--- src/bmd_pkg.sv ---
// Shared types and constants of the block-mean downsampler.
package bmd_pkg;

  localparam int CFG_IDX_W  = 2;
  localparam int CFG_DATA_W = 13;

  typedef enum logic [CFG_IDX_W-1:0] {
    CFG_IN_WIDTH     = 2'd0,
    CFG_IN_HEIGHT    = 2'd1,
    CFG_BLOCK_FACTOR = 2'd2
  } cfg_idx_e;

  localparam int IN_WIDTH_W  = 11;
  localparam int IN_HEIGHT_W = 13;
  localparam int FACTOR_W    = 5;
  localparam int OUT_X_W     = 10;
  localparam int OUT_Y_W     = 12;

  localparam int HEIGHT_LIMIT = 4096;

  localparam logic [IN_WIDTH_W-1:0]  IN_WIDTH_RST  = 11'd1024;
  localparam logic [IN_HEIGHT_W-1:0] IN_HEIGHT_RST = 13'd1024;
  localparam logic [FACTOR_W-1:0]    FACTOR_RST    = 5'd2;

  typedef struct packed {
    logic [OUT_X_W-1:0] out_x;
    logic [OUT_Y_W-1:0] out_y;
    logic               frame_last;
  } meta_t;

endpackage

--- src/bmd_round_div.sv ---
// Pipelined division of a block sum by factor squared, rounded half away from zero.
module bmd_round_div #(
  parameter int SAMPLE_BITS = 16,
  parameter int MAX_FACTOR  = 16,
  parameter int SUMW        = SAMPLE_BITS + 2 * $clog2(MAX_FACTOR),
  parameter int FCW         = $clog2(MAX_FACTOR + 1)
) (
  input  logic                          clk_i,
  input  logic                          rst_ni,
  input  logic [FCW-1:0]                factor_i,
  input  logic                          in_valid_i,
  output logic                          in_ready_o,
  input  logic signed [SUMW-1:0]        sum_i,
  input  bmd_pkg::meta_t                meta_i,
  output logic                          out_valid_o,
  input  logic                          out_ready_i,
  output logic signed [SAMPLE_BITS-1:0] mean_o,
  output bmd_pkg::meta_t                meta_o
);

  localparam int DW = 2 * FCW;

  // reciprocal table: floor(2^SUMW / f^2)
  logic [SUMW:0] recip_tab [MAX_FACTOR+1];
  assign recip_tab[0] = '0;
  for (genvar g = 1; g <= MAX_FACTOR; g++) begin : g_recip
    localparam logic [63:0] Recip = (64'd1 << SUMW) / (g * g);
    assign recip_tab[g] = Recip[SUMW:0];
  end

  logic [DW-1:0] d_q;
  logic [SUMW:0] recip_q;

  // user must change factor only while idle (unenforced); these settle before sums
  always_ff @(posedge clk_i) begin
    d_q     <= DW'(factor_i) * DW'(factor_i);
    recip_q <= recip_tab[factor_i];
  end

  logic v_a_q, v_b_q, v_c_q, v_o_q;
  logic rdy_a, rdy_b, rdy_c, rdy_o;

  assign rdy_o      = !v_o_q || out_ready_i;
  assign rdy_c      = !v_c_q || rdy_o;
  assign rdy_b      = !v_b_q || rdy_c;
  assign rdy_a      = !v_a_q || rdy_b;
  assign in_ready_o = rdy_a;

  logic signed [SUMW-1:0] sum_a_q;
  bmd_pkg::meta_t         meta_a_q, meta_b_q, meta_c_q, meta_o_q;
  logic [SUMW-1:0]        n_b_q, n_c_q, q_c_q;
  logic                   neg_b_q, neg_c_q;
  logic signed [SAMPLE_BITS-1:0] mean_q;

  // stage a: magnitude plus half divisor
  logic [SUMW-1:0] mag_a, n_a;
  assign mag_a = sum_a_q[SUMW-1] ? (~sum_a_q + SUMW'(1)) : sum_a_q;
  assign n_a   = mag_a + SUMW'(d_q >> 1);

  // stage b: multiply by reciprocal, estimate may be one low
  logic [2*SUMW:0] prod_b;
  assign prod_b = (2*SUMW+1)'(n_b_q) * (2*SUMW+1)'(recip_q);

  // stage c: correct the estimate, apply sign
  logic [SUMW-1:0] qd_c, r_c, q_fix_c, sq_c;
  assign qd_c    = SUMW'(q_c_q * SUMW'(d_q));
  assign r_c     = n_c_q - qd_c;
  assign q_fix_c = (r_c >= SUMW'(d_q)) ? q_c_q + SUMW'(1) : q_c_q;
  assign sq_c    = neg_c_q ? (~q_fix_c + SUMW'(1)) : q_fix_c;

  always_ff @(posedge clk_i or negedge rst_ni) begin
    if (!rst_ni) begin
      v_a_q <= 1'b0;
      v_b_q <= 1'b0;
      v_c_q <= 1'b0;
      v_o_q <= 1'b0;
    end else begin
      if (rdy_a) v_a_q <= in_valid_i;
      if (rdy_b) v_b_q <= v_a_q;
      if (rdy_c) v_c_q <= v_b_q;
      if (rdy_o) v_o_q <= v_c_q;
    end
  end

  always_ff @(posedge clk_i) begin
    if (rdy_a && in_valid_i) begin
      sum_a_q  <= sum_i;
      meta_a_q <= meta_i;
    end
    if (rdy_b && v_a_q) begin
      n_b_q    <= n_a;
      neg_b_q  <= sum_a_q[SUMW-1];
      meta_b_q <= meta_a_q;
    end
    if (rdy_c && v_b_q) begin
      q_c_q    <= prod_b[SUMW +: SUMW];
      n_c_q    <= n_b_q;
      neg_c_q  <= neg_b_q;
      meta_c_q <= meta_b_q;
    end
    if (rdy_o && v_c_q) begin
      mean_q   <= sq_c[SAMPLE_BITS-1:0];
      meta_o_q <= meta_c_q;
    end
  end

  assign out_valid_o = v_o_q;
  assign mean_o      = mean_q;
  assign meta_o      = meta_o_q;

endmodule
--- config.mk ---
export PLATFORM = sky130hd
export DESIGN_NAME = bmd_round_div
export DESIGN_NICKNAME = d
export VERILOG_FILES = /design/src/bmd_pkg.sv /design/src/bmd_round_div.sv
export SDC_FILE = /design/constraint.sdc
export NUM_CORES = 2
export LEC_CHECK = 0
export BUFFER_PORTS_ARGS = -buffer_cell sky130_fd_sc_hd__clkbuf_2
export CORE_MARGIN = 5
export CORE_UTILIZATION = 43
export CTS_CLUSTER_SIZE = 8
export DETAILED_ROUTE_END_ITERATION = 16
export MAX_ROUTING_LAYER = met4
export PLACE_DENSITY = 0.68
export REMOVE_ABC_BUFFERS = 1
export SLEW_MARGIN = 5
export SYNTH_ARGS = -nofsm -noshare
export SYNTH_HDL_FRONTEND = slang
export SYNTH_SLANG_ARGS = --single-unit
export TNS_END_PERCENT = 50
--- constraint.sdc ---
create_clock -name clk_i -period 7.65 [get_ports clk_i]
set_clock_uncertainty 0.15 [all_clocks]
set_input_delay 1.53 -clock clk_i [delete_from_list [all_inputs] [get_ports clk_i]]
set_output_delay 1.53 -clock clk_i [all_outputs]
set_load 0.01 [all_outputs]
==> results.sh <==
export IMPL_die_h_um=288.9
export IMPL_status="finished with violations"
export IMPL_rr_worst_depth=29
export IMPL_gp_congestion=0.9179
export IMPL_fmax_mhz=126.5
export IMPL_hold_violations=0
export IMPL_violations="negative setup slack"
export IMPL_fin_area_um2=38400
export IMPL_synth_cell_types=77
export IMPL_maxCapViolCount=0
export IMPL_crit_required_ns=7.78
export IMPL_synth_async_sr_flop_share=0.01653
export IMPL_grt_start_max_net_pins=68
export IMPL_avgRoutedWirePerCell_um=17.25
export IMPL_fin_crit_ns=7.908
export IMPL_rsz0062_at_grt="yes"
export IMPL_crit_path_start_kind="flip-flop"
export IMPL_setup_worst_path_start="q_c_q[5]"
export IMPL_final_nets=4537
export IMPL_r2r_setup_slack_ns=-0.26
export IMPL_clk_path_buf_depth=3
export IMPL_path_clk_slew_ns=0.05
export IMPL_initial_core_util=0.4323
export IMPL_grt_pass1_wl_mm=131.9
export IMPL_avgViaCountPerCell=4.956
export IMPL_slew_headroom=0.2212
export IMPL_end_kind="flip-flop"
export IMPL_worstHoldPathCells=0
export IMPL_hp_class="flip-flop to flip-flop"
export IMPL_ctsHoldBuffers=0
export IMPL_worstSetupPathDepth=29
export IMPL_cts_buffers=37
export IMPL_placed_cell_area_um2=36760
export IMPL_cts_max_level=2
export IMPL_synth_top_cell_area_share=0.3670
export IMPL_gr_total_overflow=0
export IMPL_synth_ff_type="edfxtp_1"
export IMPL_yosys_warnings=0
export IMPL_cp_max_fo=4
export IMPL_die_width_um=288.9
export IMPL_synth_area_um2=33440
export IMPL_dr_pass1_iters=6
export IMPL_place_hpwl_mm=65.53
export IMPL_cts_tree="yes"
export IMPL_drc_errors=0
export IMPL_slowest_stage="fa_1"
export IMPL_grt_usage=0.2044
export IMPL_root_buffer="clkbuf_16"
export IMPL_critical_path_max_stage_delay_ns=0.51
export IMPL_critPathKind="flip-flop to flip-flop"
export IMPL_cts_sinks=242
export IMPL_antenna_found_initial=0
export IMPL_layout_drive_gt1_share=0.1404
export IMPL_reg2reg_to="mean_o[15]"
export IMPL_final_max_slew_viol_count=0
export IMPL_crit_end="mean_o[15]"
export IMPL_netlist_top_cells_area="fa_1 37%, edfxtp_1 19%, ha_1 10%, inv_1 7.7%, and2_1 5.6%"
export IMPL_setup_viol=11
export IMPL_yosysSeqAreaShare=0.2072
export IMPL_n_antenna_cell=0
export IMPL_tightest_slew_ns=1.166
export IMPL_synth_cells=3332
export IMPL_crit_top_cell="fa_1"
export IMPL_synth_avg_cell_area_um2=10.03
export IMPL_rr_startpoint="q_c_q[5]"
export IMPL_fp_dieArea_um2=83430
export IMPL_cp_arrival_ns=8.04
export IMPL_ant_nets=0
export IMPL_period_share=1.034
export IMPL_yosysTopAreaCell="fa_1"
export IMPL_ioPinCount=97
export IMPL_ys_ff_latch=242
export IMPL_drt_iter0_markers=1699
export IMPL_critPathTopFamily="adder cells"
export IMPL_area_growth_pct=14.86
export IMPL_clk_latency_ns=0.55
export IMPL_vias=23089
export IMPL_core_area_um2=77340
export IMPL_grt_pass1_vias=24611
export IMPL_fillers=7010
export IMPL_crit_buf_inv=4
export IMPL_portBuffers=96
export IMPL_synth_edff_count=206
export IMPL_fin_ws_ns=-0.2583
export IMPL_rows=102
export IMPL_wirelength_mm=80.35
[Yosys cell counts, types with 4 or more instances]
cell type and count:
and3_1 8, mux2i_1 6, o21ai_0 41, dfrtp_1 4, a21boi_0 4, o21a_1 14, nor3_1 26, a2111oi_0 6
a31oi_1 11, o211ai_1 7, and4_1 4, clkbuf_1 138, o22ai_1 4, nor2_1 86, o31ai_1 7, nand4_1 12
nand2b_1 24, a211oi_1 11, o21bai_1 9, nand3_1 16, dfxtp_1 32, or2_2 7, inv_1 683, nor4_1 9
xor2_1 38, xnor2_1 83, nor2b_1 20, a211o_1 6, a21oi_1 58, and2_1 301, ha_1 269, nand2_1 474
nor3b_1 4, or4_1 6, a21o_1 17, or3_1 5, edfxtp_1 206, fa_1 613
[cell usage in the layout, fill, tap and decap left out, drive strengths merged, types with 20 or more instances in the layout]
cell and count:
xnor2 83, edfxtp 206, nor2 86, nand2b 24, dfxtp 32, and2 301, nand2 474, nor3 28
a21oi 58, fa 613, buf 258, xor2 38, o21ai 44, nor2b 20, ha 269, clkbuf 150
inv 686
[what timing repair did]
item                                    4_1_cts  5_1_grt
gates resized for setup                      47       68
setup buffers                                 7       13
cloned                                        0        0
endpoints found under the setup margin       25       30
pin swaps                                    38       37
hold endpoints to repair                      0        0
[cells by family after synthesis]
group,synth area share
buf+inv,0.09337
mux,0.002470
fa+ha+maj,0.4677
xor+xnor,0.03170
compound gates,0.04861
simple gates,0.1488
flops,0.2072
other cells,0.0002246
[how the worst min path moves through the flow]
stage	start	end
5_1_grt	meta_a_q[6]	meta_b_q[6]
3_5_place_dp	meta_a_q[18]	meta_b_q[18]
6_report	meta_a_q[6]	meta_b_q[6]
3_3_place_gp	meta_a_q[16]	meta_b_q[16]
2_1_floorplan	meta_a_q[0]	meta_b_q[0]
4_1_cts	meta_c_q[21]	meta_o[21]
[stage by stage]
stage / util / hold WS [ns] / TNS, ns / setup slack (ns) / cells
6_report: 0.4966 / 0.2568 / -1.774 / -0.2583 / 4659
3_5_place_dp: 0.4753 / 0.2545 / -6.142 / -0.5063 / 4582
2_1_floorplan: - / 0.2503 / -5.459 / -0.6615 / 3206
4_1_cts: 0.4918 / 0.2544 / -2.099 / -0.2894 / 4648
5_1_grt: 0.4966 / 0.2575 / -6.939 / -0.6118 / 4659
3_3_place_gp: 0.4753 / 0.2503 / -4.086 / -0.3894 / 4582
[cell type report]
cell class,count,area [um2],area share
Multi-Input combinational cell,2278,23850,0.6211
Timing Repair Buffer,354,2683,0.06985
Clock buffer,54,1010,0.02629
Sequential cell,242,6934,0.1806
Clock inverter,5,50.05,0.001303
Inverter,686,2575,0.06705
Tap cell,1040,1301,0.03388
[flip-flops by register name, summed over array words and instances (netlist names), 9 cells and up]
signal / count
d_q: 9
mean_o: 16
meta_a_q: 23
meta_b_q: 23
meta_c_q: 23
meta_o: 23
n_b_q: 24
n_c_q: 24
q_c_q: 24
recip_q: 23
sum_a_q: 24
[metal layers]
| layer | up-vias | global-route usage | part of all wire | routed length [um] |
|---|---|---|---|---|
| met4 | 0 | 0.03601 | 0.016 | 1274 |
| met5 | - | - | 0 | 0 |
| met2 | 601 | 0.3222 | 0.47 | 37710 |
| li1 | 10705 | - | - | - |
| met1 | 11696 | 0.2853 | 0.45 | 36260 |
| met3 | 87 | 0.03478 | 0.063 | 5102 |
Power is not shown: default switching activity piles up to over one toggle a cycle in this logic, so the estimate is an artifact.
